==> src/rtl/wpms_pkg.sv <==
// package for the wearable power mode sequencer
// holds payload structs, mode, event and boot reason codes and fixed battery constants
// no dependencies
`timescale 1ns / 1ps
`default_nettype none

package wpms_pkg;

    // mode codes
    localparam logic [2:0] MODE_BOOTING    = 3'd0;
    localparam logic [2:0] MODE_DISPLAY    = 3'd1;
    localparam logic [2:0] MODE_ACTIVE     = 3'd2;
    localparam logic [2:0] MODE_SYNC       = 3'd3;
    localparam logic [2:0] MODE_SLEEP_PEND = 3'd4;
    localparam logic [2:0] MODE_SLEEPING   = 3'd5;
    localparam logic [2:0] MODE_LOW_BAT    = 3'd6;

    // event codes
    localparam logic [3:0] EV_BOOT_DONE     = 4'd0;
    localparam logic [3:0] EV_DISPLAY_READY = 4'd1;
    localparam logic [3:0] EV_WRIST_RAISED  = 4'd2;
    localparam logic [3:0] EV_WRIST_LOWERED = 4'd3;
    localparam logic [3:0] EV_RADIO_CONN    = 4'd4;
    localparam logic [3:0] EV_TIME_SYNCED   = 4'd5;
    localparam logic [3:0] EV_RADIO_LOST    = 4'd6;
    localparam logic [3:0] EV_TICK          = 4'd7;
    localparam logic [3:0] EV_LOW_BATTERY   = 4'd8;
    localparam logic [3:0] EV_BATTERY_OK    = 4'd9;
    localparam logic [3:0] EV_SYNC_REQ      = 4'd10;
    localparam logic [3:0] EV_COUNT         = 4'd11;

    // boot reason codes
    localparam logic [1:0] REASON_COLD  = 2'd0;
    localparam logic [1:0] REASON_WRIST = 2'd1;
    localparam logic [1:0] REASON_RTC   = 2'd2;

    // battery constants
    localparam logic [6:0] FULL_BATTERY      = 7'd100;
    localparam logic [6:0] CRIT_BATTERY_RST  = 7'd5;

    typedef struct packed {
        logic [3:0] req_type;
        logic [1:0] wake_cause;
        logic [6:0] battery_now;
    } t_in;

    typedef struct packed {
        logic [2:0] mode_now;
        logic       show_time;
        logic       show_sync_screen;
        logic       radio_start;
        logic       radio_stop;
        logic       save_time;
        logic       sleep_now;
        logic       show_low_battery;
        logic       advance_minute;
        logic [6:0] shown_battery;
        logic       ignored;
    } t_out;

endpackage

`default_nettype wire

==> src/rtl/wearable_power_mode_sequencer.sv <==
// Power mode sequencer for a wearable: accepts one event transfer per cycle while
// the output side is not stalled, over a two-deep item path of input register,
// transition logic and result register. Throughput is one item per clock unless the
// output stalls; an accepted item waits in the input register and is evaluated into
// the result register when the output side is free. The mode, latched boot reason,
// pending-sync flag and held battery level are updated at the same edge as the
// result register, so back-to-back items see each other's effects in order.
// The critical battery threshold is written through i_cfg_we / i_cfg_wdata; the user
// must write it only while no item is in flight (unchecked); it resets to 5 percent.
// depends on wpms_pkg
`timescale 1ns / 1ps
`default_nettype none

module wearable_power_mode_sequencer (
    input  wire logic            i_clk,
    input  wire logic            i_rst_n,
    input  wire logic            i_in_valid,
    output logic                 o_in_ready,
    input  wire wpms_pkg::t_in   i_in,
    output logic                 o_out_valid,
    input  wire logic            i_out_ready,
    output wpms_pkg::t_out       o_out,
    input  wire logic            i_cfg_we,
    input  wire logic [6:0]      i_cfg_wdata
);

    // input stage
    logic          r_in_valid;
    wpms_pkg::t_in r_in;
    // result stage
    logic           r_out_valid;
    wpms_pkg::t_out r_out;
    wpms_pkg::t_out n_out;
    // sequencer state
    logic [2:0] r_mode, n_mode;
    logic [1:0] r_reason, n_reason;
    logic       r_sync_pend, n_sync_pend;
    logic [6:0] r_battery, n_battery;
    logic [6:0] r_crit;

    logic       w_out_free;
    logic       w_eval;
    logic [6:0] w_sampled;
    logic       w_go;
    logic [2:0] w_target;
    logic       w_acted;

    // handshake between the two stages
    assign w_out_free  = !r_out_valid || i_out_ready;
    assign w_eval      = r_in_valid && w_out_free;
    assign o_in_ready  = !r_in_valid || w_out_free;
    assign o_out_valid = r_out_valid;
    assign o_out       = r_out;

    // battery sample saturated to full scale
    assign w_sampled = (r_in.battery_now > wpms_pkg::FULL_BATTERY) ?
                       wpms_pkg::FULL_BATTERY : r_in.battery_now;

    // transition selection
    always_comb begin
        w_go        = 1'b0;
        w_target    = r_mode;
        w_acted     = 1'b1;
        n_reason    = r_reason;
        n_sync_pend = r_sync_pend;
        n_out       = '0;
        if (r_in.req_type >= wpms_pkg::EV_COUNT) begin
            w_acted = 1'b0;
        end else begin
            if (r_in.req_type == wpms_pkg::EV_BOOT_DONE) begin
                n_reason = r_in.wake_cause;
            end
            case (r_mode)
                wpms_pkg::MODE_BOOTING: begin
                    if (r_in.req_type == wpms_pkg::EV_BOOT_DONE) begin
                        w_go     = 1'b1;
                        w_target = (w_sampled <= r_crit) ? wpms_pkg::MODE_LOW_BAT :
                                                           wpms_pkg::MODE_DISPLAY;
                    end else begin
                        w_acted = 1'b0;
                    end
                end
                wpms_pkg::MODE_DISPLAY: begin
                    if (r_in.req_type == wpms_pkg::EV_DISPLAY_READY) begin
                        w_go     = 1'b1;
                        w_target = (r_reason == wpms_pkg::REASON_RTC && !r_sync_pend) ?
                                   wpms_pkg::MODE_SLEEP_PEND : wpms_pkg::MODE_ACTIVE;
                    end else if (r_in.req_type == wpms_pkg::EV_LOW_BATTERY) begin
                        w_go     = 1'b1;
                        w_target = wpms_pkg::MODE_LOW_BAT;
                    end else begin
                        w_acted = 1'b0;
                    end
                end
                wpms_pkg::MODE_ACTIVE: begin
                    if (r_in.req_type == wpms_pkg::EV_WRIST_LOWERED) begin
                        w_go     = 1'b1;
                        w_target = wpms_pkg::MODE_SLEEP_PEND;
                    end else if (r_in.req_type == wpms_pkg::EV_TICK) begin
                        w_go                 = 1'b1;
                        w_target             = wpms_pkg::MODE_DISPLAY;
                        n_out.advance_minute = 1'b1;
                    end else if (r_in.req_type == wpms_pkg::EV_SYNC_REQ ||
                                 r_in.req_type == wpms_pkg::EV_RADIO_CONN) begin
                        w_go        = 1'b1;
                        w_target    = wpms_pkg::MODE_SYNC;
                        n_sync_pend = 1'b1;
                    end else if (r_in.req_type == wpms_pkg::EV_LOW_BATTERY) begin
                        w_go     = 1'b1;
                        w_target = wpms_pkg::MODE_LOW_BAT;
                    end else if (r_in.req_type == wpms_pkg::EV_WRIST_RAISED) begin
                        w_go     = 1'b1;
                        w_target = wpms_pkg::MODE_DISPLAY;
                    end else begin
                        w_acted = 1'b0;
                    end
                end
                wpms_pkg::MODE_SYNC: begin
                    if (r_in.req_type == wpms_pkg::EV_TIME_SYNCED ||
                        r_in.req_type == wpms_pkg::EV_RADIO_LOST) begin
                        w_go             = 1'b1;
                        w_target         = wpms_pkg::MODE_DISPLAY;
                        n_sync_pend      = 1'b0;
                        n_out.radio_stop = 1'b1;
                    end else if (r_in.req_type == wpms_pkg::EV_LOW_BATTERY) begin
                        w_go             = 1'b1;
                        w_target         = wpms_pkg::MODE_LOW_BAT;
                        n_out.radio_stop = 1'b1;
                    end else begin
                        w_acted = 1'b0;
                    end
                end
                wpms_pkg::MODE_SLEEP_PEND: begin
                    if (r_in.req_type == wpms_pkg::EV_DISPLAY_READY) begin
                        w_go     = 1'b1;
                        w_target = wpms_pkg::MODE_SLEEPING;
                    end else if (r_in.req_type == wpms_pkg::EV_WRIST_RAISED) begin
                        w_go     = 1'b1;
                        w_target = wpms_pkg::MODE_DISPLAY;
                        n_reason = wpms_pkg::REASON_WRIST;
                    end else begin
                        w_acted = 1'b0;
                    end
                end
                wpms_pkg::MODE_SLEEPING: begin
                    n_out.sleep_now = 1'b1;
                end
                wpms_pkg::MODE_LOW_BAT: begin
                    if (r_in.req_type == wpms_pkg::EV_DISPLAY_READY) begin
                        w_go     = 1'b1;
                        w_target = wpms_pkg::MODE_SLEEP_PEND;
                    end else if (r_in.req_type == wpms_pkg::EV_BATTERY_OK) begin
                        w_go     = 1'b1;
                        w_target = wpms_pkg::MODE_DISPLAY;
                    end else begin
                        w_acted = 1'b0;
                    end
                end
                default: begin
                    w_acted = 1'b0;
                end
            endcase
        end

        // entry actions of the mode entered
        n_mode    = r_mode;
        n_battery = r_battery;
        if (w_go) begin
            n_mode = w_target;
            case (w_target)
                wpms_pkg::MODE_DISPLAY: begin
                    n_battery       = w_sampled;
                    n_out.show_time = 1'b1;
                end
                wpms_pkg::MODE_SYNC: begin
                    n_out.show_sync_screen = 1'b1;
                    n_out.radio_start      = 1'b1;
                end
                wpms_pkg::MODE_SLEEP_PEND: begin
                    n_out.save_time  = 1'b1;
                    n_out.radio_stop = 1'b1;
                end
                wpms_pkg::MODE_SLEEPING: begin
                    n_out.sleep_now = 1'b1;
                end
                wpms_pkg::MODE_LOW_BAT: begin
                    n_battery              = w_sampled;
                    n_out.show_low_battery = 1'b1;
                end
                default: begin
                end
            endcase
        end

        n_out.mode_now      = n_mode;
        n_out.shown_battery = n_battery;
        n_out.ignored       = !w_acted;
    end

    // input register
    always_ff @(posedge i_clk) begin
        if (!i_rst_n) begin
            r_in_valid <= 1'b0;
        end else if (o_in_ready) begin
            r_in_valid <= i_in_valid;
        end
        if (i_in_valid && o_in_ready) begin
            r_in <= i_in;
        end
    end

    // result register
    always_ff @(posedge i_clk) begin
        if (!i_rst_n) begin
            r_out_valid <= 1'b0;
        end else if (w_out_free) begin
            r_out_valid <= r_in_valid;
        end
        if (w_eval) begin
            r_out <= n_out;
        end
    end

    // sequencer state, updated as each item is evaluated
    always_ff @(posedge i_clk) begin
        if (!i_rst_n) begin
            r_mode      <= wpms_pkg::MODE_BOOTING;
            r_reason    <= wpms_pkg::REASON_COLD;
            r_sync_pend <= 1'b0;
            r_battery   <= wpms_pkg::FULL_BATTERY;
        end else if (w_eval) begin
            r_mode      <= n_mode;
            r_reason    <= n_reason;
            r_sync_pend <= n_sync_pend;
            r_battery   <= n_battery;
        end
    end

    // critical threshold register
    always_ff @(posedge i_clk) begin
        if (!i_rst_n) begin
            r_crit <= wpms_pkg::CRIT_BATTERY_RST;
        end else if (i_cfg_we) begin
            r_crit <= i_cfg_wdata;
        end
    end

    // an ignored result carries no strobe
    a_ignored_quiet: assert property (@(posedge i_clk) disable iff (!i_rst_n)
        (o_out_valid && o_out.ignored) |->
        !(o_out.show_time || o_out.show_sync_screen || o_out.radio_start ||
          o_out.radio_stop || o_out.save_time || o_out.sleep_now ||
          o_out.show_low_battery || o_out.advance_minute))
        else $error("strobe on ignored result");

    // show_time only on entering display update
    a_show_time_mode: assert property (@(posedge i_clk) disable iff (!i_rst_n)
        (o_out_valid && o_out.show_time) |-> (o_out.mode_now == wpms_pkg::MODE_DISPLAY))
        else $error("show_time outside display update");

    // radio start comes with the sync screen in radio sync
    a_radio_start_mode: assert property (@(posedge i_clk) disable iff (!i_rst_n)
        (o_out_valid && o_out.radio_start) |->
        (o_out.show_sync_screen && o_out.mode_now == wpms_pkg::MODE_SYNC))
        else $error("radio_start without sync entry");

    // mode only moves when an item is evaluated
    a_mode_hold: assert property (@(posedge i_clk) disable iff (!i_rst_n)
        (!w_eval) |=> $stable(r_mode))
        else $error("mode changed without a transfer");

endmodule

`default_nettype wire
==> config.mk <==
export PLATFORM = sky130hd
export DESIGN_NAME = wearable_power_mode_sequencer
export DESIGN_NICKNAME = d
export VERILOG_FILES = /design/src/rtl/wpms_pkg.sv /design/src/rtl/wearable_power_mode_sequencer.sv
export SDC_FILE = /design/constraint.sdc
export NUM_CORES = 1
export LEC_CHECK = 0
export BUFFER_PORTS_ARGS = -buffer_cell sky130_fd_sc_hd__buf_4
export CELL_PAD_IN_SITES_DETAIL_PLACEMENT = 0
export CELL_PAD_IN_SITES_GLOBAL_PLACEMENT = 2
export CORE_ASPECT_RATIO = 1.4
export CORE_UTILIZATION = 27
export DETAILED_ROUTE_END_ITERATION = 8
export PLACE_DENSITY_LB_ADDON = 0.1
export SKIP_CTS_REPAIR_TIMING = 1
export SLEW_MARGIN = 0
export SYNTH_ARGS = -nofsm -noshare
export SYNTH_HDL_FRONTEND = slang
export SYNTH_SLANG_ARGS = --single-unit
export TNS_END_PERCENT = 50
==> constraint.sdc <==
create_clock -name i_clk -period 5.1 [get_ports i_clk]
set_input_delay 0 -clock i_clk [delete_from_list [all_inputs] [get_ports i_clk]]
set_output_delay 0 -clock i_clk [all_outputs]
set_load 0.02 [all_outputs]
# Word-level counts from Yosys, hierarchy flattened
# Index checks and enable logic that the tools add are counted.
[op_classes]
mux = 56
n_reduce_logical = 18
order_cmp = 3
n_eq_ne = 26
n_bitwise = 2
[ops]
columns = ["op", "count"]
rows = [
  ["$mux 3", 16],
  ["$mux 1", 26],
  ["$mux 7", 3],
  ["$eq 3x3->1 const B", 6],
  ["$pmux 3 s6", 1],
  ["$eq 4x3->1 const B", 4],
  ["$eq 4x4->1 const B", 3],
  ["$mux 2", 6],
  ["$eq 3x2->1 const B", 3],
  ["$eq 4x2->1 const B", 2],
  ["$ne 2x2->1 const B", 4],
  ["$gt 7x7->1 const B", 1],
  ["$le 7x7->1", 1],
  ["$pmux 1 s7", 1],
  ["$reduce_and 7->1", 1],
  ["$eq 3x1->1 const B", 2],
  ["$pmux 1 s6", 1],
  ["$eq 4x1->1 const B", 1],
  ["$ge 4x4->1 const B", 1],
  ["$logic_not 1->1", 4],
  ["$logic_not 4->1", 1],
  ["$logic_or 1x1->1", 4],
  ["$mux 4", 1],
  ["$logic_and 1x1->1", 3],
  ["other kinds (8)", 9],
]
[totals]
register_bits = 54
elab_cells = 126
in_bits = 25

# Depth between registers and ports, before layout
[depth]
ltp_word = 12
ltp_mapped = 13
ltp_nobuf = 12

# Worst setup path before layout
# OpenSTA, ideal clock, no wires.
[synth_path]
path_kind = "flip-flop to flip-flop"
start = "reg r_in[0] in the netlist's numbering"
end = "reg r_out (netlist bit o_out[6]), data pin"
t_arrival_ps = 2871
setup_slack_ps = 1969
path_stages_with_launch = 12
n_path_buf = 0
setup_ps = 260
cell_sequence = "edfxtp_1 -> o21ai_0 -> a21oi_1 -> or2_2 -> ha_1 -> a21oi_1 -> a21oi_1 -> o22ai_1 -> a211oi_1 -> o211a_2 -> o21ai_4 -> mux2_4"
[synth_between]
elab_chain_len = 11
elab_cells_between_ends = 12
classes_between = "order compare: 2; eq/ne: 2; mux: 7; reduce/logical: 1"
[synth_rtl]
columns = ["item", "line", "rtl"]
rows = [
  ["from (decl)", "wearable_power_mode_sequencer.sv:29", "wpms_pkg::t_in r_in;"],
  ["from (signal assigned)", "wearable_power_mode_sequencer.sv:208", "r_in <= i_in;"],
  ["$gt 7x7->1", "wearable_power_mode_sequencer.sv:56", "assign w_sampled = (r_in.battery_now > wpms_pkg::FULL_BATTERY) ?"],
  ["$mux 7 (*)", "wearable_power_mode_sequencer.sv:56", ""],
  ["$le 7x7->1", "wearable_power_mode_sequencer.sv:77", "w_target = (w_sampled <= r_crit) ? wpms_pkg::MODE_LOW_BAT :"],
  ["$mux 3", "wearable_power_mode_sequencer.sv:77", ""],
  ["$mux 3", "wearable_power_mode_sequencer.sv:75", "if (r_in.req_type == wpms_pkg::EV_BOOT_DONE) begin"],
  ["$pmux 3 s6", "wearable_power_mode_sequencer.sv:73", "case (r_mode)"],
  ["$mux 3", "wearable_power_mode_sequencer.sv:67", "if (r_in.req_type >= wpms_pkg::EV_COUNT) begin"],
  ["$eq 3x3->1 or $eq 3x1->1 (tied branches)", "wearable_power_mode_sequencer.sv:170", "case (w_target)"],
  ["$reduce_or 2->1 (no line)", "-", ""],
  ["$mux 7 (*)", "wearable_power_mode_sequencer.sv:170", ""],
  ["$mux 7 (*)", "wearable_power_mode_sequencer.sv:168", "if (w_go) begin"],
  ["named net n_battery[5]", "wearable_power_mode_sequencer.sv:38", "logic [6:0] r_battery, n_battery;"],
  ["to (signal assigned)", "wearable_power_mode_sequencer.sv:220", "r_out <= n_out;"],
  ["to (decl)", "wearable_power_mode_sequencer.sv:32", "wpms_pkg::t_out r_out;"],
]
# Mark *: on every way through the listed nets, which the timed path passes. The rest lies on a longest branch.
# A chain may end at the register's enable or synchronous reset.

# Worst setup path in the final report
[layout_path]
start = "reg r_in[0] in the netlist's numbering"
end = "reg r_out (netlist bit o_out[5]), data pin"
# Same word-level chain as after synthesis.

==> results.yml <==
drt:
  ant_nets: 0
  wire_per_inst_um: 14.8
  first_pass_iters: 4
  vias_per_cell: 4.62
  post-route-drc-count: 0
  num_vias: 2114
  routed_wl_mm: 6.76
  drt_iter0_drc: 52
floorplan:
  core_um2: 10100
  floorplan.initialDensity_pct: 28.2
  io_pins: 46
  rows: 43
  dieArea_um2: 10900
  die_h_um: 123
  die_x_um: 88.6
logic_synthesis:
  syn_area_per_cell_um2: 10.7
  synth_ff_type: "edfxtp_1"
  syn_inst: 264
  synth_top_area_share_pct: 32.8
  synth_top_area_cell: "edfxtp_1"
  synth_nets: 296
  synth_edf_count: 31
  ys_types: 59
  synthArstFlopShare_pct: 0
  yosys-top-cells-area: "edfxtp_1, dfxtp_1, mux2i_1"
  synth_commonest_cells: "edfxtp_1, nand2_1, dfxtp_1, nor2_1, mux2i_1"
  yosysSeqAreaShare_pct: 48.3
  ys_ff_latch: 53
  mappedNetlistArea_um2: 2840
  synth_most_common_cell: "edfxtp_1"
  ys_warn_count: 0
worst_hold_path:
  whs_path_depth: 2
  min_path_type: "in2reg"
placed_design:
  post-dp-hpwl_mm: 4.96
  pre_cts_ws_ps: 1640
  placed_area_um2: 3260
  gp_congestion: 0.783
  io_buffers: 45
global_routing:
  antenna_found_initial: 0
  grt_max_degree: 27
  grt_pass1_vias: 2060
  grt_pass1_wl_mm: 10.6
  grt.total_usage_pct: 13.3
  overflow: 0
sta:
  slew_viol_final: 0
  fin_tns_setup_ps: 0
  fmax_mhz: 287
  fin_ws_ps: 1620
  fin_crit_ps: 3480
  post-route-period-util_pct: 68.2
  hold_viol: 2
  rsz0062_at_grt: "no"
  worstMarginPinSlew_ps: 899
  whs_ps: -9.65
  clock_skew_ps: 8.06
  setup_viol_count_final: 0
  relSlewSlack_pct: 39.7
worst_setup_path:
  rr_worst_depth: 11
  arrival_ps: 3520
  criticalPathCategory: "reg2reg"
  slowest_delay_ps: 430
  critical_path.max_fanout: 9
  cp-start-kind: "register"
  cp_slowest_cell: "o22ai_1"
  required_ps: 5140
  path_cells: "o21ai_0 -> a21oi_1 -> or2_2 -> ha_1 -> a21oi_1 -> a21oi_1 -> o22ai_1 -> a211oi_1 -> o211a_2 -> o21ai_4 -> mux2_4"
  critPathMostFrequentCell: "a21oi_1"
  end_kind: "register"
final_layout:
  finalCoreUtilization_pct: 36.2
  fin_nets: 354
  area_growth_pct: 28.3
  design_area_um2: 3640
  drive_above_1_share_pct: 23.5
  num_antenna_cells: 0
  fillCellCount: 1025
power_and_ir_drop:
  leakagePower_nw: 1.40
  combPwrFrac_pct: 14.0
  pwr-share-clk_pct: 37.6
  p_switching_w: 0.000244
  switching_share_pct: 24.0
  p_seq_share_pct: 48.5
  vdd_drop_max_mv: 0.177
  p_int_w: 0.000770
  power_density_nw_per_um2: 278
clock_tree:
  cts.path.max_buffers: 2
  htreeDepth: 2
  insertion_delay_ps: 300
  cts_sinks: 53
  cts_tree: "done"
  numCtsBuffers: 5
  clkSlewWorstSetupHoldPaths_ps: 70
  root_buffer: "clkbuf_16"
outcome:
  violations: "negative hold slack"
  status: "complete, but fails checks"
flow_run:
  drv_cap: 0
kinds of logic after synthesis:
family          Yosys count  synth area share (%)
buf+inv                  32                  5.25
mux                      24                  9.83
simple gates             94                  18.5
compound gates           51                  14.1
xor+xnor                  3                 0.926
flops                    53                  48.3
fa+ha+maj                 7                  3.09
metal layers:
metal	vias up	wire length, um	track usage (%)
met2	38	3700	24.6
li1	1070	-	-
met4	0	167	6.25
met3	9	204	2.80
met5	-	0	0
met1	997	2690	14.0
registers in the layout (all words and copies together), names as in the netlist:
signal / cells
r_in_valid: 1
r_sync_pend: 1
r_in: 13
o_out_valid: 1
r_reason: 2
r_mode: 3
r_crit: 7
r_battery: 7
o_out: 18
area by class of cell:
type | count | area [um2] | share of cell area (%)
clock buffers | 6 | 129 | 3.54
clock inverters | 2 | 35.0 | 0.963
inverters | 16 | 60.1 | 1.65
multi-input cells | 179 | 1320 | 36.2
flip-flops and latches | 53 | 1370 | 37.7
well taps | 135 | 169 | 4.64
repair buffers | 67 | 558 | 15.3
critical path, delay by kind of cell, from the launching register on:
kind	cells	cell delay, ps
and+or+nand+nor	1	310
adders and majority gates	1	310
AOI/OAI and AO/OA	8	1890
DFF	1	370
muxes	1	340
per-stage QoR:
stage | hold WS [ps] | total power [W] | std cells
after floorplan | 98.9 | 0.000584 | 264
final | -9.65 | 0.00101 | 458
after global routing | 3.12 | 0.00106 | 458
after CTS | -130 | 0.00102 | 436
after global placement | 178 | 0.000633 | 428
after detailed placement | 179 | 0.000631 | 428
power by group through the flow:
| stage | clock network (W) | logic (W) | registers [W] |
|---|---|---|---|
| 6_report | 0.000381 | 0.000142 | 0.000491 |
| 5_1_grt | 0.000412 | 0.000157 | 0.000494 |
| 4_1_cts | 0.000395 | 0.000131 | 0.000491 |
| 3_5_place_dp | 0 | 0.000130 | 0.000501 |
| 3_3_place_gp | 0 | 0.000132 | 0.000502 |
| 2_1_floorplan | 0 | 0.0000888 | 0.000495 |
worst paths after layout:
path / from / end / slack (ps)
worst max register to register: r_in[0] / o_out[5] / 1620
worst min register to register: r_battery[3] / r_battery[3] / 470
worst min-delay path: i_rst_n / r_battery[5] / -10
worst max-delay path: r_in[0] / o_out[5] / 1620
cell usage in the layout (no fill, tap or decap), types with 2 or more instances in the layout:
cell / netlist / layout
nand4bb_1: 2 / 2
nand2_1: 24 / 24
xnor2_1: 3 / 3
nor2_1: 22 / 22
a31oi_1: 3 / 3
mux2i_1: 14 / 14
a32oi_1: 2 / 2
mux2_2: 3 / 3
and3_1: 2 / 2
or2_1: 2 / 2
o32ai_1: 2 / 2
o211a_1: 2 / 2
nand3_1: 4 / 4
a211oi_1: 4 / 4
and2_1: 3 / 3
dlygate4sd3_1: 0 / 22
o21a_1: 5 / 5
buf_4: 2 / 45
o21ai_1: 2 / 2
nand3b_1: 3 / 3
nor3_1: 5 / 5
o21ai_0: 5 / 5
nand2b_1: 6 / 6
ha_1: 7 / 7
or3b_1: 3 / 3
inv_2: 3 / 3
o21ai_4: 2 / 2
inv_1: 12 / 12
clkbuf_16: 0 / 5
nor2b_1: 8 / 8
a21oi_1: 9 / 9
o221ai_1: 2 / 2
dfxtp_1: 22 / 22
a31o_1: 2 / 2
edfxtp_1: 31 / 31
mux2_4: 7 / 7
No activity file was read; power rests on OpenSTA's default activity.
